--- config.mk ---
export PLATFORM = sky130hd
export DESIGN_NAME = cms_div
export DESIGN_NICKNAME = d
export VERILOG_FILES = /design/src/hdl/cms_pkg.sv /design/src/hdl/cms_div.sv
export SDC_FILE = /design/constraint.sdc
export NUM_CORES = 1
export LEC_CHECK = 0
export ABC_AREA = 1
export BUFFER_PORTS_ARGS = -buffer_cell sky130_fd_sc_hd__buf_2
export CAP_MARGIN = 25
export CORE_ASPECT_RATIO = 0.7
export CORE_MARGIN = 2
export CORE_UTILIZATION = 38
export CTS_CLUSTER_DIAMETER = 40
export DETAILED_ROUTE_END_ITERATION = 7
export GPL_ROUTABILITY_DRIVEN = 0
export GPL_TIMING_DRIVEN = 0
export PLACE_DENSITY = 0.59
export SYNTH_ARGS = -nofsm -noshare
export SYNTH_HDL_FRONTEND = slang
export SYNTH_SLANG_ARGS = --single-unit
--- constraint.sdc ---
create_clock -name clk -period 2.65 [get_ports clk]
set_clock_uncertainty 0.1 [all_clocks]
set_input_delay 0.1325 -clock clk [delete_from_list [all_inputs] [get_ports clk]]
set_output_delay 0.1325 -clock clk [all_outputs]
set_load 0.02 [all_outputs]
--- src/hdl/cms_pkg.sv ---
package cms_pkg;

    localparam int MAX_POINTS  = 1024;
    localparam int SAMPLE_BITS = 16;
    localparam int IN_W        = 16;
    localparam int OUT_W       = 24;
    localparam int FRAC_W      = 8;
    localparam int SCALE_W     = 16;
    localparam int FLAG_W      = 4;

    localparam int AW     = $clog2(MAX_POINTS);
    localparam int CNT_W  = $clog2(MAX_POINTS + 1);
    localparam int SUM_W  = SAMPLE_BITS + CNT_W;
    localparam int MAG_W  = SAMPLE_BITS + CNT_W;
    localparam int DEV_W  = SAMPLE_BITS + CNT_W + 2;
    localparam int SS_W   = 2 * MAG_W + AW;
    localparam int DVD_W  = SS_W + SCALE_W;
    localparam int DVS_W  = 3 * CNT_W;
    localparam int RT_W   = OUT_W;
    localparam int RAD_W  = 2 * OUT_W;
    localparam int DCNT_W = $clog2(DVD_W + 1);
    localparam int SCNT_W = $clog2(RT_W + 1);

    typedef enum logic [3:0] {
        ST_LOAD,
        ST_PREP1,
        ST_PREP2,
        ST_MEAN_A,
        ST_MEAN_K,
        ST_SQ_RD,
        ST_SQ_DEV,
        ST_SQ_MUL,
        ST_DIV_S,
        ST_ROOT_S,
        ST_DIV_K,
        ST_ROOT_K,
        ST_FINISH
    } state_t;

    typedef struct packed {
        logic             start;
        logic [DVD_W-1:0] dividend;
        logic [DVS_W-1:0] divisor;
    } div_req_t;

    typedef struct packed {
        logic             done;
        logic [DVD_W-1:0] quot;
    } div_rsp_t;

    typedef struct packed {
        logic             start;
        logic [RAD_W-1:0] radicand;
    } sqrt_req_t;

    typedef struct packed {
        logic            done;
        logic [RT_W-1:0] root;
    } sqrt_rsp_t;

endpackage

--- src/hdl/cms_div.sv ---
module cms_div (
    input  logic               clk,
    input  logic               rst_n,
    input  cms_pkg::div_req_t  req,
    output cms_pkg::div_rsp_t  rsp
);

    logic [cms_pkg::DCNT_W-1:0] cnt_reg;
    logic                       done_reg;
    logic [cms_pkg::DVD_W-1:0]  dvd_reg;
    logic [cms_pkg::DVS_W-1:0]  dvs_reg;
    logic [cms_pkg::DVS_W-1:0]  rem_reg;
    logic [cms_pkg::DVS_W:0]    rem2;
    logic                       ge;
    logic [cms_pkg::DVS_W-1:0]  rem_next;

    assign rem2     = {rem_reg, dvd_reg[cms_pkg::DVD_W-1]};
    assign ge       = rem2 >= {1'b0, dvs_reg};
    assign rem_next = ge ? cms_pkg::DVS_W'(rem2 - {1'b0, dvs_reg})
                         : cms_pkg::DVS_W'(rem2);

    always_ff @(posedge clk or negedge rst_n)
    begin
        if (!rst_n)
        begin
            cnt_reg  <= '0;
            done_reg <= 1'b0;
        end
        else if (req.start)
        begin
            cnt_reg  <= cms_pkg::DCNT_W'(cms_pkg::DVD_W);
            done_reg <= 1'b0;
        end
        else if (cnt_reg != '0)
        begin
            cnt_reg  <= cnt_reg - 1'b1;
            done_reg <= (cnt_reg == cms_pkg::DCNT_W'(1));
        end
        else
        begin
            done_reg <= 1'b0;
        end
    end

    always_ff @(posedge clk)
    begin
        if (req.start)
        begin
            dvd_reg <= req.dividend;
            dvs_reg <= req.divisor;
            rem_reg <= '0;
        end
        else if (cnt_reg != '0)
        begin
            rem_reg <= rem_next;
            dvd_reg <= {dvd_reg[cms_pkg::DVD_W-2:0], ge};
        end
    end

    assign rsp.done = done_reg;
    assign rsp.quot = dvd_reg;

endmodule

==> metrics.yaml, run 1 <==
route:
  wl_um: 27400
  antenna_left: 0
  drcViolationCount: 0
  num_vias: 8721
  drt_iter0_drc: 601
  drt-vias-per-instance: 4.68
  wl_per_cell_um: 14.7
  first_pass_iters: 5
worst_setup_path:
  r2r-end: "rem_reg[31]"
  crit_path_max_incr_delay_ns: 0.45
  path_buf_inv: 4
  path_class: "reg2reg"
  r2r_slack_ns: 0.15
  critPathMaxFanout: 10
  cp-start-kind: "flip-flop"
  cp_cell_sequence: "inv_2, ha_1, inv_1, fa_2, nand3_1, nand3_2, nand2_2, nand2_2, nand2_8, buf_6, nand3_1, nand2_1, clkinv_1, nand2_1, nand2_1"
  timing.rr.start: "dvd_reg[79]"
  crit_path_frequent_cell: "nand2_1"
  cp_top_family: "simple AND/OR/NAND/NOR gates"
  r2r_cells: 15
  endpoint_kind: "flip-flop"
  cp.required_ns: 2.87
  cpMaxStageDelayCell: "fa_2"
  crit_arrival_ns: 2.72
sta:
  hold_violations: 0
  timing.fmax_mhz: 401
  worst_pin_slew_ns: 0.915
  rsz0062_at_grt: "false"
  whs_ns: 0.289
  max-slew-margin-rel_pct: 39.0
  layout_setup_ws_ns: 0.154
  setup_viol_count_final: 0
  drv_slew: 0
  min_period_ns: 2.50
  fin_crit_sh_pct: 94.2
floorplan:
  io_pins: 197
  core_um2: 23700
  start_util_pct: 38.8
  chipHeight_um: 134
  die_w_um: 190
  rows: 47
  die_area_um2: 25500
clocking:
  cts-buffers-inserted: 17
  clock_latency_ns: 0.44
  cts_buffer_depth: 2
  htreeDepth: 4
  clkTransAtPathRegs_ns: 0.07
  clock_sinks: 154
  cts_tree: "yes"
  cts_root_buffer: "clkbuf_16"
grt:
  grt.overflow.total: 0
  grt_max_degree: 73
  antenna_found_initial: 0
  grt_pass1_vias: 8257
  grt_pass1_wl_um: 43200
  grt_util_all_layers_pct: 22.0
logic_synthesis:
  synth_seq_cells: 154
  ys_seq_area_share_pct: 46.3
  netlist_area_um2: 9190
  ys_warn_count: 0
  yosys.area.top_type_share_pct: 36.9
  synthTopCellsByArea: "edfxtp_1 37%, nand2_1 22%, dfxtp_1 7.2%"
  ys_types: 44
  yosysMostFrequentCell: "nand2_1"
  ys_top_cells_by_count: "532 x nand2_1, 162 x inv_1, 113 x edfxtp_1"
  synth_nets: 1353
  syn_inst: 1201
  ys.flop_type: "edfxtp_1"
  yosysTopAreaCell: "edfxtp_1"
  synthArstFlopShare_pct: 5.19
  synth_edf_count: 113
  avgSynthCellArea_um2: 7.65
finish:
  area_growth_pct: 34.7
  largest_register_ffs: 80
  drive_gt1_share_pct: 19.9
  nets: 1685
  num_antenna_cells: 0
  post-route-util_pct: 52.2
place:
  port_buffers: 196
  post-place-ws_ns: -0.0740
  place_hpwl_um: 20300
power_and_ir_drop:
  totalPowerFinal_mw: 9.73
  vdd_drop_max_mv: 0.541
  leakage_nw: 6.39
  power_density_nw_per_um2: 786
hold_path:
  hp-start: "req[113]"
  hold_depth: 1
  worstHoldEndpoint: "dvs_reg[2]"
  hold_path.class: "in2reg"
run_status:
  outcome: "finished clean"
flow_run:
  drv_cap: 0
## kinds of logic (layout without fill, tap and decap cells)
kind of cell / after synthesis / count (layout) / synth area share, %
buffers and inverters: 205 / 550 / 9.07
DFF: 154 / 154 / 46.3
AOI/OAI and AO/OA: 59 / 59 / 3.91
adders and majority gates: 36 / 36 / 4.98
xor gates and xnor gates: 15 / 15 / 1.43
and+or+nand+nor: 732 / 732 / 34.3
## cell usage in the layout (no fill, tap or decap), drive strengths merged, types with 33 or more instances in the layout
cell         netlist  routed
nand2            552     552
inv              171     176
ha                35      35
dlygate4sd3        0     115
nand3             76      76
nor2              66      66
clkbuf            20      38
buf               12     209
dfxtp             33      33
edfxtp           113     113
## cell type report
class	count	area (um2)
buffer	32	191
clock buffer	17	425
clock inverter	15	145
fill	2313	11300
inverter	173	652
multi-input combinational	842	4150
sequential	154	4250
tap	318	398
timing repair buffer	313	2170
## stage by stage
stage | cell area (um2) | cells | setup TNS [ns]
2_1_floorplan | 9190 | 1201 | 0
3_3_place_gp | 10600 | 1715 | -38.74
3_5_place_dp | 10600 | 1716 | -0.142
4_1_cts | 12300 | 1863 | 0
5_1_grt | 12400 | 1864 | 0
6_report | 12400 | 1864 | 0
## routing by layer
metal,part of all wire (%),track usage [%],vias to the layer above
met4,1.5,5.43,0
met1,50,32.8,3968
met2,42,31.7,277
met3,7.0,5.29,38
li1,-,-,4438
met5,0,0,-
## report_power, final
| part | total, mW | switching (mW) | internal (mW) |
|---|---|---|---|
| sequential | 3.19 | 0.223 | 2.97 |
| combinational | 4.14 | 2.61 | 1.54 |
| clock | 2.40 | 1.09 | 1.31 |
| total | 9.73 | 3.92 | 5.82 |
## worst max path at each step
stage	startpoint	end	slack, ns	cells past startpoint
after detailed placement	dvd_reg[79]	rem_reg[32]	-0.07	16
final	dvd_reg[79]	rem_reg[31]	0.15	15
after global placement	req[113]	dvd_reg[21]	-0.46	3
after global routing	dvs_reg[20]	rem_reg[27]	0.002	12
after CTS	dvd_reg[79]	rem_reg[32]	0.01	16
after floorplan	cnt_reg[0]	dvd_reg[0]	0.24	7
## repair_timing
action,CTS,global route
resized for setup,2,14
setup endpoints to repair,5,31
hold endpoints to repair,121,0
pin swaps,0,1
hold buffers,115,0
buffers inserted,0,1
No activity file was read; power rests on OpenSTA's default activity.
==> run 2: changes to the inputs <==
CTS_CLUSTER_SIZE = 40   (was not set)
clock period = 2.4 ns   (was 2.65 ns; I/O delays follow)
==> run 2 against run 1 <==
  * Sequential cell count is the same
  * Non-clock buffer count grew 19
  * Clock power grew 10%
  * Die area is the same
  * Sequential share of layout area shrank 1.6 points
  * Cell count grew 1.1%
  * First-iteration DRC count grew 13%
  * Via count grew 1.6%
  * Critical path type unchanged
  * Critical endpoint is now rem_reg[16]
  * Largest cell class is now multi-input gates
  * Largest power group unchanged
  * Highest routed layer unchanged
==> metrics.yaml, run 2 (synthesis gave the netlist of run 1 again) <==
run_status:
  outcome: "finished clean"
finish:
  stdcell_count: 1884
  largest_register_ffs: 80
  drive_gt1_share_pct: 24.3
  final_cell_mix: "515 x nand2_1, 199 x buf_2, 157 x inv_1"
  area_growth_pct: 41.4
  nets: 1704
  post-route-util_pct: 54.8
  final_common_cell: "nand2_1"
  stdcell_area_um2: 13000
power_and_ir_drop:
  power_density_nw_per_um2: 878
  totalPowerFinal_mw: 11.4
  vdd_drop_max_mv: 0.539
  leakage_nw: 6.51
grt:
  grt_util_all_layers_pct: 22.3
  grt_pass1_wl_um: 43800
  grt_max_degree: 68
  grt.overflow.total: 0
  antenna_found_initial: 0
  grt_pass1_vias: 8455
route:
  num_vias: 8862
  drcViolationCount: 0
  drt_iter0_drc: 682
  wl_um: 28500
  wl_per_cell_um: 15.1
  drt-vias-per-instance: 4.70
  first_pass_iters: 5
  antenna_left: 0
place:
  placed_area_um2: 10600
  port_buffers: 196
  placedCellCount: 1716
  post-place-ws_ns: -0.343
  place_hpwl_um: 20300
worst_setup_path:
  cp-start-kind: "flip-flop"
  crit_arrival_ns: 2.55
  critPathMaxFanout: 4
  critPathCapture: "rem_reg[16]"
  cp.required_ns: 2.60
  r2r_cells: 14
  startpoint: "dvd_reg[79]"
  r2r-end: "rem_reg[16]"
  timing.rr.start: "dvd_reg[79]"
  path_class: "reg2reg"
  r2r_slack_ns: 0.05
  endpoint_kind: "flip-flop"
floorplan:
  rows: 47
  core_um2: 23700
  io_pins: 197
  die_area_um2: 25500
  chipHeight_um: 134
  start_util_pct: 38.8
  die_w_um: 190
sta:
  setup_viol_count_final: 0
  fin_crit_sh_pct: 97.9
  min_period_ns: 2.35
  layout_setup_ws_ns: 0.0498
  timing.fmax_mhz: 425
  fin_setup_tns_ns: 0
  drv_slew: 0
  hold_violations: 0
  max-slew-margin-rel_pct: 38.8
  worst_pin_slew_ns: 0.918
  rsz0062_at_grt: "true"
  whs_ns: 0.277
clocking:
  clock_sinks: 154
  clock_latency_ns: 0.43
  clkTransAtPathRegs_ns: 0.07
  htreeDepth: 4
  cts_root_buffer: "clkbuf_16"
  cts_buffer_depth: 2
  cts_tree: "yes"
  cts-buffers-inserted: 17
flow_run:
  drv_cap: 0
hold_path:
  hold_path.class: "in2reg"
[run 2: worst min path at each step]
stage,startpoint,end,slack (ns),cells after the start
after floorplan,rst_n,cnt_reg[0],-0.28,0
after global placement,rst_n,done_reg,-0.12,1
after detailed placement,rst_n,done_reg,-0.12,1
after CTS,req[5],dvs_reg[5],0.27,2
after global routing,req[2],dvs_reg[2],0.28,2
final,req[113],dvs_reg[2],0.28,1
[run 2: layer usage]
layer	share of wire (%)	track usage, %
met2	42	32.1
met5	0	0
met4	2.1	7.45
met3	6.2	4.95
met1	49	32.9
[run 2: report_power, final]
group          leakage (nW)  total (mW)  internal [mW]  switching [mW]
sequential             1.57        3.57           3.28           0.296
clock                 0.264        2.64           1.47            1.16
combinational          4.67        5.21           2.12            3.09
total                  6.51        11.4           6.87            4.55
[run 2: timing repair]
item,4_1_cts,5_1_grt
endpoints found under the setup margin,34,101
gates cloned,1,1
resized for setup,21,81
pin swaps,3,15
hold buffers,115,0
setup buffers,6,12
hold endpoints to repair,121,0
[run 2: final cells by class]
class                           count  area, um2
Buffer                             32        210
Timing Repair Buffer              332       2360
Clock buffer                       21        450
Sequential cell                   154       4250
Inverter                          173        652
Clock inverter                     11        111
Tap cell                          318        398
Multi-Input combinational cell    842       4560
Fill cell                        2156      10700
Antenna cell                        1       2.50
[run 2: critical path, stage by stage, from the launching register on]
cell	delay [ns]
edfxtp_1	0.40
inv_2	0.08
ha_1	0.15
inv_2	0.06
fa_2	0.41
nand3_2	0.13
nand3_4	0.11
nand2_2	0.08
nand2_2	0.10
nand2_2	0.11
nand2_4	0.09
xnor2_2	0.16
nand2_1	0.07
nand3_1	0.08
o21ai_1	0.10
==> run 3: changes to the inputs <==
MAX_ROUTING_LAYER = met4   (was not set)
==> run 3 against run 2 <==
  * Wire length shrank 0.55%
  * Worst hold slack worse by 0.0028 ns
  * Sequential share of layout area hardly changed
  * Via count fell by 0.39%
  * Combinational power about the same
  * Sequential cell count stayed put
  * First-iteration DRC count decreased by 5.4%
  * Cell count hardly changed
  * Critical path type unchanged
  * Largest power group unchanged
==> metrics.yaml, run 3 (synthesis gave the netlist of run 1 again) <==
grt:
  grt_util_all_layers_pct: 23.0
  grt_pass1_vias: 8458
  antenna_found_initial: 0
  grt_max_degree: 68
  grt.overflow.total: 0
  grt_pass1_wl_um: 43800
finish:
  final_common_cell: "nand2_1"
  area_growth_pct: 41.6
  largest_register_ffs: 80
  nets: 1703
  final_cell_mix: "515 x nand2_1, 199 x buf_2, 157 x inv_1"
  drive_gt1_share_pct: 24.4
sta:
  setup_viol_count_final: 0
  min_period_ns: 2.34
  fin_crit_sh_pct: 97.5
  timing.fmax_mhz: 427
  hold_violations: 0
  drv_slew: 0
  worst_pin_slew_ns: 0.920
  whs_ns: 0.274
  max-slew-margin-rel_pct: 38.6
worst_setup_path:
  critPathMaxFanout: 10
  cp.required_ns: 2.67
  path_class: "reg2reg"
  crit_arrival_ns: 2.61
  r2r-end: "rem_reg[17]"
  endpoint_kind: "flip-flop"
  r2r_slack_ns: 0.06
  r2r_cells: 14
  timing.rr.start: "dvs_reg[19]"
  cp-start-kind: "flip-flop"
  startpoint: "dvs_reg[19]"
clocking:
  clock_sinks: 154
  cts_root_buffer: "clkbuf_16"
  clock_latency_ns: 0.44
  cts_buffer_depth: 2
  htreeDepth: 4
  cts-buffers-inserted: 17
  cts_tree: "yes"
  clkTransAtPathRegs_ns: 0.07
place:
  port_buffers: 196
  place_hpwl_um: 20300
power_and_ir_drop:
  vdd_drop_max_mv: 0.542
  power_density_nw_per_um2: 877
  leakage_nw: 6.51
  totalPowerFinal_mw: 11.4
hold_path:
  worstHoldEndpoint: "dvs_reg[2]"
  hp-start: "req[113]"
  hold_depth: 1
  hold_path.class: "in2reg"
route:
  drt_iter0_drc: 645
  first_pass_iters: 5
  wl_per_cell_um: 15.0
  drt-vias-per-instance: 4.69
  drcViolationCount: 0
  wl_um: 28300
  antenna_left: 0
  num_vias: 8827
run_status:
  outcome: "finished clean"
floorplan:
  start_util_pct: 38.8
  io_pins: 197
  die_w_um: 190
  core_um2: 23700
  chipHeight_um: 134
  rows: 47
  die_area_um2: 25500
flow_run:
  drv_cap: 0
-- run 3: worst max path at each step --
stage | slack (ns) | endpoint | cells past startpoint
floorplan | 0.09 | rem_reg[0] | 13
global placement | -0.33 | rem_reg[16] | 14
detailed placement | -0.34 | rem_reg[32] | 16
CTS | 0.004 | rem_reg[16] | 14
global route | -0.04 | rem_reg[17] | 14
finish | 0.06 | rem_reg[17] | 14
-- run 3: power by group --
part | switching, mW | leakage (nW) | total (mW) | internal (mW)
sequential | 0.297 | 1.57 | 3.57 | 3.28
clock | 1.17 | 0.264 | 2.64 | 1.47
combinational | 3.08 | 4.67 | 5.20 | 2.12
total | 4.54 | 6.51 | 11.4 | 6.86
-- run 3: stage by stage --
| step | area (um2) | instances | setup TNS, ns | worst slack, ns | utilization [%] |
|---|---|---|---|---|---|
| global route | 13000 | 1882 | -0.192 | -0.0362 | 54.9 |
| floorplan | 9190 | 1201 | 0 | 0.0922 | - |
| finish | 13000 | 1883 | 0 | 0.0601 | 54.9 |
| detailed placement | 10600 | 1716 | -6.16 | -0.343 | 44.7 |
| global placement | 10600 | 1715 | -13.49 | -0.331 | 44.6 |
| CTS | 12500 | 1870 | 0 | 0.00359 | 52.6 |
-- run 3: timing repair --
action | in CTS | in global routing
setup buffers | 6 | 11
pin swaps | 3 | 16
cloned | 1 | 1
hold endpoints to repair | 121 | 0
hold buffers | 115 | 0
gates resized for setup | 21 | 84
endpoints found under the setup margin | 34 | 101
-- run 3: final cells by class --
class / count / area [um2]
Fill cell: 2153 / 10700
Multi-Input combinational cell: 842 / 4580
Sequential cell: 154 / 4250
Timing Repair Buffer: 331 / 2350
Inverter: 173 / 652
Clock buffer: 21 / 450
Tap cell: 318 / 398
Buffer: 32 / 210
Clock inverter: 11 / 111
Antenna cell: 1 / 2.50
-- run 3: routing by layer --
| metal | wire [um] | track usage (%) |
|---|---|---|
| met5 | 0 | - |
| met4 | 667 | 7.32 |
| met3 | 1790 | 4.55 |
| met2 | 11800 | 32.0 |
| met1 | 14000 | 33.3 |
-- run 3: worst max-delay path, stage by stage (launching register included) --
cell and delay [ns]:
edfxtp_1 0.37, inv_1 0.11, ha_4 0.24, nand2_1 0.08, nand2_1 0.11, nand2_1 0.09
nand2_2 0.08, a21oi_4 0.18, nor2_2 0.08, nor2_8 0.23, nand2_8 0.12, buf_6 0.17
nand2_1 0.10, nand3_1 0.09, o21ai_1 0.11
