<file path="src/hdl/cms_pkg.sv">
package cms_pkg;

    localparam int MAX_POINTS  = 1024;
    localparam int SAMPLE_BITS = 16;
    localparam int IN_W        = 16;
    localparam int OUT_W       = 24;
    localparam int FRAC_W      = 8;
    localparam int SCALE_W     = 16;
    localparam int FLAG_W      = 4;

    localparam int AW     = $clog2(MAX_POINTS);
    localparam int CNT_W  = $clog2(MAX_POINTS + 1);
    localparam int SUM_W  = SAMPLE_BITS + CNT_W;
    localparam int MAG_W  = SAMPLE_BITS + CNT_W;
    localparam int DEV_W  = SAMPLE_BITS + CNT_W + 2;
    localparam int SS_W   = 2 * MAG_W + AW;
    localparam int DVD_W  = SS_W + SCALE_W;
    localparam int DVS_W  = 3 * CNT_W;
    localparam int RT_W   = OUT_W;
    localparam int RAD_W  = 2 * OUT_W;
    localparam int DCNT_W = $clog2(DVD_W + 1);
    localparam int SCNT_W = $clog2(RT_W + 1);

    typedef enum logic [3:0] {
        ST_LOAD,
        ST_PREP1,
        ST_PREP2,
        ST_MEAN_A,
        ST_MEAN_K,
        ST_SQ_RD,
        ST_SQ_DEV,
        ST_SQ_MUL,
        ST_DIV_S,
        ST_ROOT_S,
        ST_DIV_K,
        ST_ROOT_K,
        ST_FINISH
    } state_t;

    typedef struct packed {
        logic             start;
        logic [DVD_W-1:0] dividend;
        logic [DVS_W-1:0] divisor;
    } div_req_t;

    typedef struct packed {
        logic             done;
        logic [DVD_W-1:0] quot;
    } div_rsp_t;

    typedef struct packed {
        logic             start;
        logic [RAD_W-1:0] radicand;
    } sqrt_req_t;

    typedef struct packed {
        logic            done;
        logic [RT_W-1:0] root;
    } sqrt_rsp_t;

endpackage

</file>
<file path="src/hdl/cms_sqrt.sv">
module cms_sqrt (
    input  logic                clk,
    input  logic                rst_n,
    input  cms_pkg::sqrt_req_t  req,
    output cms_pkg::sqrt_rsp_t  rsp
);

    logic [cms_pkg::SCNT_W-1:0] cnt_reg;
    logic                       done_reg;
    logic [cms_pkg::RAD_W-1:0]  rad_reg;
    logic [cms_pkg::RT_W-1:0]   root_reg;
    logic [cms_pkg::RT_W:0]     rem_reg;
    logic [cms_pkg::RT_W+2:0]   rem2;
    logic [cms_pkg::RT_W+2:0]   trial;
    logic                       ge;

    assign rem2  = {rem_reg, rad_reg[cms_pkg::RAD_W-1 -: 2]};
    assign trial = {1'b0, root_reg, 2'b01};
    assign ge    = rem2 >= trial;

    always_ff @(posedge clk or negedge rst_n)
    begin
        if (!rst_n)
        begin
            cnt_reg  <= '0;
            done_reg <= 1'b0;
        end
        else if (req.start)
        begin
            cnt_reg  <= cms_pkg::SCNT_W'(cms_pkg::RT_W);
            done_reg <= 1'b0;
        end
        else if (cnt_reg != '0)
        begin
            cnt_reg  <= cnt_reg - 1'b1;
            done_reg <= (cnt_reg == cms_pkg::SCNT_W'(1));
        end
        else
        begin
            done_reg <= 1'b0;
        end
    end

    always_ff @(posedge clk)
    begin
        if (req.start)
        begin
            rad_reg  <= req.radicand;
            root_reg <= '0;
            rem_reg  <= '0;
        end
        else if (cnt_reg != '0)
        begin
            rad_reg  <= {rad_reg[cms_pkg::RAD_W-3:0], 2'b00};
            rem_reg  <= ge ? (cms_pkg::RT_W+1)'(rem2 - trial) : (cms_pkg::RT_W+1)'(rem2);
            root_reg <= {root_reg[cms_pkg::RT_W-2:0], ge};
        end
    end

    assign rsp.done = done_reg;
    assign rsp.root = root_reg;

endmodule

</file>
<file path="config.mk">
export PLATFORM = sky130hd
export DESIGN_NAME = cms_sqrt
export DESIGN_NICKNAME = d
export VERILOG_FILES = /design/src/hdl/cms_pkg.sv /design/src/hdl/cms_sqrt.sv
export SDC_FILE = /design/constraint.sdc
export NUM_CORES = 1
export LEC_CHECK = 0
export BUFFER_PORTS_ARGS = -buffer_cell sky130_fd_sc_hd__buf_2
export CAP_MARGIN = 20
export CORE_MARGIN = 3
export CORE_UTILIZATION = 55
export CTS_CLUSTER_DIAMETER = 30
export CTS_CLUSTER_SIZE = 10
export DETAILED_ROUTE_END_ITERATION = 8
export GPL_ROUTABILITY_DRIVEN = 0
export GPL_TIMING_DRIVEN = 0
export HOLD_SLACK_MARGIN = 0.1
export PLACE_DENSITY = 0.85
export SYNTH_ARGS = -nofsm -noshare
export SYNTH_HDL_FRONTEND = slang
export SYNTH_SLANG_ARGS = --single-unit
</file>
<file path="constraint.sdc">
create_clock -name clk -period 3.1 [get_ports clk]
set_clock_uncertainty 0.05 [all_clocks]
set_input_delay 0.465 -clock clk [delete_from_list [all_inputs] [get_ports clk]]
set_output_delay 0.465 -clock clk [all_outputs]
set_load 0.02 [all_outputs]
</file>
==> impl_metrics.env, run 1 <==
export IMPL_grt_pass1_vias=4813
export IMPL_rr_worst_depth=12
export IMPL_min_to="rad_reg[0]"
export IMPL_cts_buffer_depth=2
export IMPL_cap_violations=0
export IMPL_synth_edff_count=48
export IMPL_finalCritPeriodShare_pct=94.3
export IMPL_synth_cell_area_mm2=0.00583
export IMPL_dp_cells=794
export IMPL_regToRegEndpoint="rem_reg[3]"
export IMPL_cp_cell_sequence="inv_1 > ha_1 > o211ai_2 > o21ai_2 > o211ai_2 > a21oi_2 > a211oi_2 > o21a_1 > buf_6 > buf_6 > nand2_1 > a311oi_2"
export IMPL_wl_met1_um=5690
export IMPL_setup_slack_ns=0.178
export IMPL_min_period_ns=2.92
export IMPL_path_class="register to register"
export IMPL_min_delay_start="req[0]"
export IMPL_timing_setup_tns_ns=0
export IMPL_antenna_found_initial=0
export IMPL_whs_path_depth=2
export IMPL_timing_critical_path_buf_inv=3
export IMPL_syn_avg_cell_area_um2=9.94
export IMPL_io_pins=76
export IMPL_clock_sinks=103
export IMPL_regToRegSetupSlack_ns=0.18
export IMPL_grt_pass1_wl_um=22400
export IMPL_fmax_mhz=342
export IMPL_antenna_left=0
export IMPL_startpoint_type="register"
export IMPL_worstSkewPairLatency_ns=0.40
export IMPL_htreeDepth=3
export IMPL_final_core_util_pct=65.8
export IMPL_maxSlewViolCount=0
export IMPL_ir_drop_mv=0.450
export IMPL_cpPeakStageDelay_ns=0.44
export IMPL_initial_core_util_pct=58.0
export IMPL_highest_layer="met4"
export IMPL_synth_seq_area_share_pct=44.2
export IMPL_powerDensity_mw_per_mm2=876
export IMPL_fp_dieW_um=109
export IMPL_diodes=0
export IMPL_critPathCaptureType="register"
export IMPL_vias=4733
export IMPL_coreArea_mm2=0.0100
export IMPL_dp_slack_ns=0.0978
export IMPL_rr_startpoint="root_reg[0]"
export IMPL_portBuffers=74
export IMPL_tightest_slew_ns=0.819
export IMPL_grt_total_usage_pct=24.6
export IMPL_crit_fanout=10
export IMPL_finish_net_count=753
export IMPL_status="completed"
export IMPL_wl_met2_um=6950
export IMPL_p_leak_nw=2.67
export IMPL_die_y_um=109
export IMPL_final_cells=811
export IMPL_synth_cells=586
export IMPL_layout_common_cells="nand2_1, buf_2, dfxtp_1"
export IMPL_cp_data_required_time_ns=3.35
export IMPL_drt_total_wl_um=14100
export IMPL_total_power_w=0.00579
export IMPL_synth_seq_cells=103
export IMPL_rsz0062_at_grt="false"
export IMPL_rows=36
export IMPL_cp_data_arrival_time_ns=3.17
export IMPL_grt_max_degree=26
export IMPL_setup_violations=0
export IMPL_syn_to_final_growth_pct=13.4
export IMPL_overflow=0
export IMPL_max_slew_margin_pct=45.4
export IMPL_largest_register_ffs=48
export IMPL_synth_warnings=0
export IMPL_wl_met3_um=1010
export IMPL_final_common_cell="nand2_1"
export IMPL_firstDrtPassIters=5
export IMPL_syn_num_nets=666
export IMPL_wl_per_cell_um=17.3
export IMPL_min_path_type="input port to register"
export IMPL_viasPerCell=5.84
export IMPL_cp_top_family="compound AO/OA/AOI/OAI gates"
export IMPL_hold_viol=0
export IMPL_cts_tree="built"
export IMPL_ys_flop_type="dfxtp_1"
export IMPL_post_cts_setup_buffers=0
export IMPL_clkSlewWorstSetupHoldPaths_ns=0.11
export IMPL_drc=0
export IMPL_die_area_mm2=0.0119
export IMPL_cts_root_buffer="clkbuf_8"
export IMPL_synth_distinct_cells=57
export IMPL_hpwl_um=10300
export IMPL_cts_buffers=9
export IMPL_first_iter_violations=330
export IMPL_drive_gt1_share_pct=26.7
export IMPL_slowest_stage="dfxtp_1"
export IMPL_async_reset_ff_share_pct=5.83
-- where the power goes --
part / leakage (nW) / internal (W) / total [W] / switching, W
clock network: 0.102 / 0.000318 / 0.000842 / 0.000524
registers: 0.985 / 0.00165 / 0.00180 / 0.000151
logic: 1.58 / 0.00140 / 0.00315 / 0.00175
total: 2.67 / 0.00336 / 0.00579 / 0.00242
-- synthesized netlist by cell type (3+ instances only) --
library cell	count	area share, %
clkbuf_1	19	1.2
xor2_1	6	0.90
a211oi_1	4	0.52
ha_1	29	6.2
dfrtp_1	6	2.6
nor4_1	5	0.54
nor2b_1	4	0.43
nand2_1	98	6.3
nand4_1	6	0.64
edfxtp_1	48	25
dfxtp_1	49	17
xnor2_1	17	2.6
buf_6	3	0.58
o211ai_2	4	0.86
nand3_1	5	0.43
nor3_1	15	1.3
nor2_1	35	2.3
and2_1	5	0.54
a211o_1	8	1.2
a311oi_2	15	3.9
o21a_1	5	0.64
mux2_2	46	8.9
buf_1	8	0.52
inv_1	31	2.0
o21ai_0	6	0.52
a21oi_1	45	3.9
nand2b_1	4	0.43
nor3b_1	3	0.39
a21o_1	8	1.0
nand3b_1	7	0.90
a31oi_1	3	0.32
nand4b_1	4	0.60
-- kinds of logic after synthesis --
group                      share of synthesized area (%)
buffers and inverters                               4.75
xor gates and xnor gates                            3.46
and+or+nand+nor                                     16.0
muxes                                               9.06
adders and majority gates                           6.23
AOI/OAI and AO/OA                                   16.4
DFF                                                 44.2
-- per-layer routing --
metal	track usage, %	vias to the layer above
met2	41.8	180
met5	0	-
met4	11.2	0
met3	8.23	43
li1	-	2260
met1	27.8	2250
-- repair_timing --
item / 4_1_cts / 5_1_grt
hold buffers: 1 / 0
gates resized for setup: 0 / 2
endpoints found under the hold margin: 6 / 0
setup endpoints to repair: 0 / 7
-- through the flow --
stage,hold WS (ns),cell area [µm²]
4_1_cts,0.284,6600
3_5_place_dp,0.241,6390
3_3_place_gp,0.240,6360
5_1_grt,0.280,6610
2_1_floorplan,0.119,5830
6_report,0.304,6610
-- layout make-up --
type | instances | area, µm²
Inverter | 31 | 116
Buffer | 34 | 160
Clock inverter | 7 | 72.6
Clock buffer | 9 | 124
Timing Repair Buffer | 76 | 408
Tap cell | 133 | 166
Multi-Input combinational cell | 418 | 2990
Sequential cell | 103 | 2570
Fill cell | 780 | 3440
-- how the worst max path moves through the flow --
stage	startpoint	endpoint	slack (ns)	cells past startpoint
floorplan	req[48]	rad_reg[0]	0.15	4
global placement	req[48]	rad_reg[42]	-0.74	4
detailed placement	req[48]	rad_reg[42]	0.1	5
CTS	cnt_reg[2]	rad_reg[39]	0.19	6
global route	root_reg[3]	rem_reg[3]	0.01	12
finish	root_reg[0]	rem_reg[3]	0.18	12
(Power assumes the default switching activity.)
==> run 2: changes to the inputs <==
Settings changed: REMOVE_ABC_BUFFERS set to 1.
==> run 2 against run 1 <==
Register-to-register slack gained 0.05 ns; sequential share of layout area up 0.43 points; first-iteration DRC count is 17% lower; non-clock buffer count decreased by 31; flip-flop and latch count unchanged; final cell count decreased by 3.6%; total power decreased by 1.6%; die area did not move; global-route usage down 3.6 points; count of clock-buffer cells in the layout grew 1; wire length is 15% lower; setup slack gained 0.055 ns; critical endpoint is now rem_reg[22].
==> impl_metrics.env, run 2 (same netlist as run 1, synthesis figures left out) <==
export IMPL_status="completed"
export IMPL_grt_total_usage_pct=21.0
export IMPL_final_common_cell="nand2_1"
export IMPL_syn_to_final_growth_pct=12.2
export IMPL_dp_slack_ns=-0.169
export IMPL_drc=0
export IMPL_crit_end="rem_reg[22]"
export IMPL_io_pins=76
export IMPL_rr_startpoint="root_reg[3]"
export IMPL_cts_buffers=9
export IMPL_overflow=0
export IMPL_crit_fanout=13
export IMPL_wl_per_cell_um=15.4
export IMPL_cts_root_buffer="clkbuf_8"
export IMPL_rr_worst_depth=10
export IMPL_cp_startpoint="root_reg[3]"
export IMPL_path_class="register to register"
export IMPL_regToRegSetupSlack_ns=0.23
export IMPL_die_y_um=109
export IMPL_internal_power_w=0.00332
export IMPL_cap_violations=0
export IMPL_antenna_left=0
export IMPL_multi_input_area_mm2=0.00304
export IMPL_worstSkewPairLatency_ns=0.38
export IMPL_powerDensity_mw_per_mm2=872
export IMPL_finish_net_count=724
export IMPL_regToRegEndpoint="rem_reg[22]"
export IMPL_layout_common_cells="nand2_1, buf_2, dfxtp_1"
export IMPL_clkSlewWorstSetupHoldPaths_ns=0.11
export IMPL_setup_violations=0
export IMPL_fill_cells=797
export IMPL_diodes=0
export IMPL_antenna_found_initial=0
export IMPL_clock_sinks=103
export IMPL_fmax_mhz=349
export IMPL_vias=4463
export IMPL_cp_data_required_time_ns=3.29
export IMPL_cts_buffer_depth=2
export IMPL_holdWs_ns=0.314
export IMPL_hold_viol=0
export IMPL_critPathCaptureType="register"
export IMPL_grt_pass1_vias=4423
export IMPL_viasPerCell=5.71
export IMPL_p_leak_nw=2.63
export IMPL_finalCritPeriodShare_pct=92.5
export IMPL_design_area_mm2=0.00654
export IMPL_combPwrFrac_pct=54.3
export IMPL_drive_gt1_share_pct=27.9
export IMPL_regArea_mm2=0.00257
export IMPL_grt_pass1_wl_um=20200
export IMPL_fp_dieW_um=109
export IMPL_min_path_type="input port to register"
export IMPL_coreArea_mm2=0.0100
export IMPL_total_power_w=0.00570
export IMPL_drt_total_wl_um=12000
export IMPL_cts_tree="built"
export IMPL_firstDrtPassIters=5
export IMPL_sw_frac_of_total_pct=41.7
export IMPL_p_clk_share_pct=14.5
export IMPL_ir_drop_mv=0.436
export IMPL_max_slew_margin_pct=43.3
export IMPL_first_iter_violations=274
export IMPL_hpwl_um=8020
export IMPL_die_area_mm2=0.0119
export IMPL_min_period_ns=2.87
export IMPL_cp_data_arrival_time_ns=3.05
export IMPL_startpoint_type="register"
export IMPL_htreeDepth=3
export IMPL_grt_max_degree=85
export IMPL_rsz0062_at_grt="false"
export IMPL_initial_core_util_pct=58.0
export IMPL_p_sw_w=0.00238
export IMPL_final_core_util_pct=65.1
export IMPL_maxSlewViolCount=0
export IMPL_setup_slack_ns=0.233
export IMPL_p_seq_share_pct=31.3
export IMPL_largest_register_ffs=48
export IMPL_post_cts_setup_buffers=0
export IMPL_tightest_slew_ns=0.851
export IMPL_placed_cell_area_mm2=0.00628
export IMPL_rows=36
export IMPL_portBuffers=75
-- run 2: changes by cell type in the layout (fill, tap and decap cells not counted), sizes merged --
cell,change
clkinv,-2
inv,+1
clkbuf,-18
o21a,+1
o21ai,+1
buf,-12
-- run 2: worst max-delay path, stage by stage (launching register included) --
cell and delay [ns]:
dfxtp_1 0.39, inv_1 0.06, ha_1 0.39, nor3_1 0.36, nor3_2 0.09, o211ai_2 0.11, a21oi_2 0.10, a211oi_4 0.43
o21a_2 0.43, or3_4 0.22, o221ai_2 0.09
-- run 2: final cells by class --
class                      count  area share [%]
timing repair buffer          79            6.97
multi-input combinational    420            46.5
inverter                      31            1.78
sequential                   103            39.4
clock buffer                  10            1.95
clock inverter                 6           0.881
tap                          133            2.55
-- run 2: stage by stage --
step	cells	setup TNS [ns]
floorplan	552	-8.32
global placement	760	-55.22
detailed placement	763	-2.41
CTS	780	0
global route	782	0
finish	782	0
-- run 2: worst min path at each step --
stage	start	endpoint	slack (ns)	cells after the start
finish	req[0]	rad_reg[0]	0.31	2
global route	req[0]	rad_reg[0]	0.30	2
CTS	req[0]	rad_reg[0]	0.29	2
detailed placement	rst_n	cnt_reg[1]	0.25	1
global placement	rst_n	done_reg	0.24	1
floorplan	rst_n	cnt_reg[0]	0.12	0
-- run 2: power groups by stage --
stage / registers, W / clock network [W] / logic (W)
floorplan: 0.00178 / 0 / 0.00233
global placement: 0.00180 / 0 / 0.00278
detailed placement: 0.00181 / 0 / 0.00286
CTS: 0.00178 / 0.000855 / 0.00292
global route: 0.00181 / 0.000906 / 0.00338
finish: 0.00178 / 0.000823 / 0.00309
-- run 2: what timing repair did --
action	4_1_cts	5_1_grt
setup endpoints to repair	23	25
resized for setup	3	3
pin swaps	0	2
hold buffers	1	0
cloned	0	2
hold endpoints to repair	6	0
-- run 2: per-layer routing --
| metal | wire length (µm) | GRT usage, % | vias to the layer above |
|---|---|---|---|
| met5 | 0 | 0 | - |
| met4 | 172 | 6.22 | 0 |
| met3 | 930 | 7.76 | 20 |
| met2 | 5780 | 34.5 | 136 |
| met1 | 5120 | 25.7 | 2096 |
| li1 | - | - | 2211 |
==> run 3: changes to the inputs <==
Settings changed: ABC_AREA set to 1.
==> run 3 against run 2 <==
Non-clock buffer count shrank 1; count of clock-buffer cells in the layout grew 1; total power grew 6.7%; die area grew 4.1%; area after synthesis grew 4.3%; flip-flop and latch count is the same; combinational power grew 12%; sequential share of layout area shrank 1.1 points; global-route usage grew 1.1 points; cell area grew 2.9%; clock power shrank 2%.
==> impl_metrics.env, run 3 <==
export IMPL_status="completed"
export IMPL_drive_gt1_share_pct=13.2
export IMPL_internal_power_w=0.00318
export IMPL_grt_pass1_wl_um=23100
export IMPL_synth_seq_area_share_pct=42.3
export IMPL_cts_buffer_depth=2
export IMPL_fp_dieW_um=111
export IMPL_synth_warnings=0
export IMPL_regToRegEndpoint="rem_reg[23]"
export IMPL_critPathCaptureType="register"
export IMPL_layout_common_cells="nand2_1, inv_1, buf_2"
export IMPL_htreeDepth=3
export IMPL_synth_commonest_cells="nand2_1, inv_1, nor2_1"
export IMPL_sw_frac_of_total_pct=47.8
export IMPL_cap_violations=0
export IMPL_first_iter_violations=333
export IMPL_yosys_cell_count_top_type="nand2_1"
export IMPL_synth_cells=835
export IMPL_antenna_found_initial=0
export IMPL_yosysTopAreaCellShare_pct=23.7
export IMPL_cp_data_required_time_ns=3.33
export IMPL_final_core_util_pct=63.7
export IMPL_syn_to_final_growth_pct=10.6
export IMPL_largest_register_ffs=48
export IMPL_grt_max_degree=85
export IMPL_post_cts_setup_buffers=0
export IMPL_min_path_type="input port to register"
export IMPL_holdWs_ns=0.282
export IMPL_setup_violations=0
export IMPL_p_sw_w=0.00290
export IMPL_synth_edff_count=48
export IMPL_synth_cell_area_mm2=0.00608
export IMPL_regToRegSetupSlack_ns=0.30
export IMPL_whs_path_depth=3
export IMPL_wl_per_cell_um=12.7
export IMPL_rows=37
export IMPL_clkSlewWorstSetupHoldPaths_ns=0.10
export IMPL_finalCritPeriodShare_pct=90.3
export IMPL_rr_worst_depth=12
export IMPL_cts_resized=0
export IMPL_min_period_ns=2.80
export IMPL_synth_area_leaders="edfxtp_1, nand2_1, dfxtp_1"
export IMPL_cts_root_buffer="clkbuf_8"
export IMPL_total_power_w=0.00608
export IMPL_async_reset_ff_share_pct=5.83
export IMPL_min_to="rad_reg[0]"
export IMPL_ir_drop_mv=0.432
export IMPL_finish_net_count=975
export IMPL_placed_cell_area_mm2=0.00654
export IMPL_yosysTopAreaCell="edfxtp_1"
export IMPL_syn_avg_cell_area_um2=7.28
export IMPL_final_common_cell="nand2_1"
export IMPL_coreArea_mm2=0.0106
export IMPL_cp_data_arrival_time_ns=3.03
export IMPL_crit_fanout=21
export IMPL_max_slew_margin_pct=39.0
export IMPL_fmax_mhz=357
export IMPL_cp_startpoint="root_reg[14]"
export IMPL_min_delay_start="req[0]"
export IMPL_wl_met3_um=947
export IMPL_io_pins=76
export IMPL_hold_viol=0
export IMPL_clock_sinks=103
export IMPL_die_y_um=111
export IMPL_powerDensity_mw_per_mm2=904
export IMPL_worstSkewPairLatency_ns=0.38
export IMPL_tightest_slew_ns=0.915
export IMPL_drt_total_wl_um=13100
export IMPL_firstDrtPassIters=5
export IMPL_portBuffers=75
export IMPL_overflow=0
export IMPL_path_class="register to register"
export IMPL_initial_core_util_pct=57.6
export IMPL_grt_pass1_vias=5182
export IMPL_vias=5317
export IMPL_synth_seq_cells=103
export IMPL_antenna_left=0
export IMPL_wl_met2_um=6020
export IMPL_cts_tree="built"
export IMPL_p_clk_share_pct=13.3
export IMPL_combPwrFrac_pct=57.1
export IMPL_design_area_mm2=0.00672
export IMPL_dp_cells=1019
export IMPL_grt_total_usage_pct=22.1
export IMPL_p_seq_share_pct=29.6
export IMPL_drc=0
export IMPL_highest_layer="met4"
export IMPL_hpwl_um=9520
export IMPL_cts_buffers=9
export IMPL_maxSlewViolCount=0
export IMPL_final_cells=1036
export IMPL_ys_flop_type="dfxtp_1"
export IMPL_cts_hold_buf=1
export IMPL_startpoint_type="register"
export IMPL_rr_startpoint="root_reg[14]"
export IMPL_viasPerCell=5.13
export IMPL_synth_distinct_cells=39
export IMPL_die_area_mm2=0.0123
export IMPL_diodes=0
export IMPL_wl_met1_um=5910
export IMPL_rsz0062_at_grt="false"
export IMPL_p_leak_nw=3.42
[run 3: worst max-delay path by stage]
stage	endpoint	cells past startpoint
6_report	rem_reg[23]	12
5_1_grt	rem_reg[23]	12
4_1_cts	rem_reg[23]	12
3_5_place_dp	rem_reg[23]	12
3_3_place_gp	rad_reg[46]	4
2_1_floorplan	rad_reg[0]	5
[run 3: power by group through the flow]
stage,logic [W],registers (W),clock network [W]
final,0.00347,0.00180,0.000807
after global routing,0.00397,0.00183,0.000881
after CTS,0.00343,0.00180,0.000824
after detailed placement,0.00340,0.00182,0
after global placement,0.00334,0.00182,0
after floorplan,0.00266,0.00181,0
[run 3: critical path, stage by stage, from the launching register on]
cell	delay, ns
dfxtp_1	0.38
inv_1	0.09
ha_1	0.37
nand2_1	0.16
nor2_2	0.07
nand2_1	0.11
nor2_1	0.08
nand2_1	0.06
nand2_1	0.05
nor2_1	0.36
nand3_2	0.50
o21bai_1	0.35
nor2_1	0.07
[run 3: kinds of logic after synthesis]
family	after synthesis	synth area share, %
AO/OA/AOI/OAI	112	10.0
AND/OR/NAND/NOR	443	30.8
buffers and inverters	133	8.71
flip-flops	103	42.3
adder cells (fa/ha/maj)	29	5.97
XOR/XNOR	15	2.16
[run 3: metal layers]
| metal | up-vias | GRT usage (%) |
|---|---|---|
| met5 | - | 0 |
| met4 | 0 | 6.49 |
| met3 | 30 | 6.88 |
| met2 | 151 | 36.6 |
| met1 | 2344 | 27.8 |
| li1 | 2792 | - |
[run 3: metrics by stage]
stage	setup WS (ns)	TNS [ns]
after global placement	-1.74	-140.15
after floorplan	-0.535	-26.16
after detailed placement	0.363	0
after global routing	0.0978	0
after CTS	0.346	0
final	0.301	0
[run 3: cell type report]
type | count | area (µm²)
clock inverter | 5 | 45.0
inverter | 104 | 390
sequential | 103 | 2570
timing repair buffer | 78 | 425
multi-input combinational | 599 | 2990
clock buffer | 11 | 131
tap | 136 | 170
fill | 968 | 3830
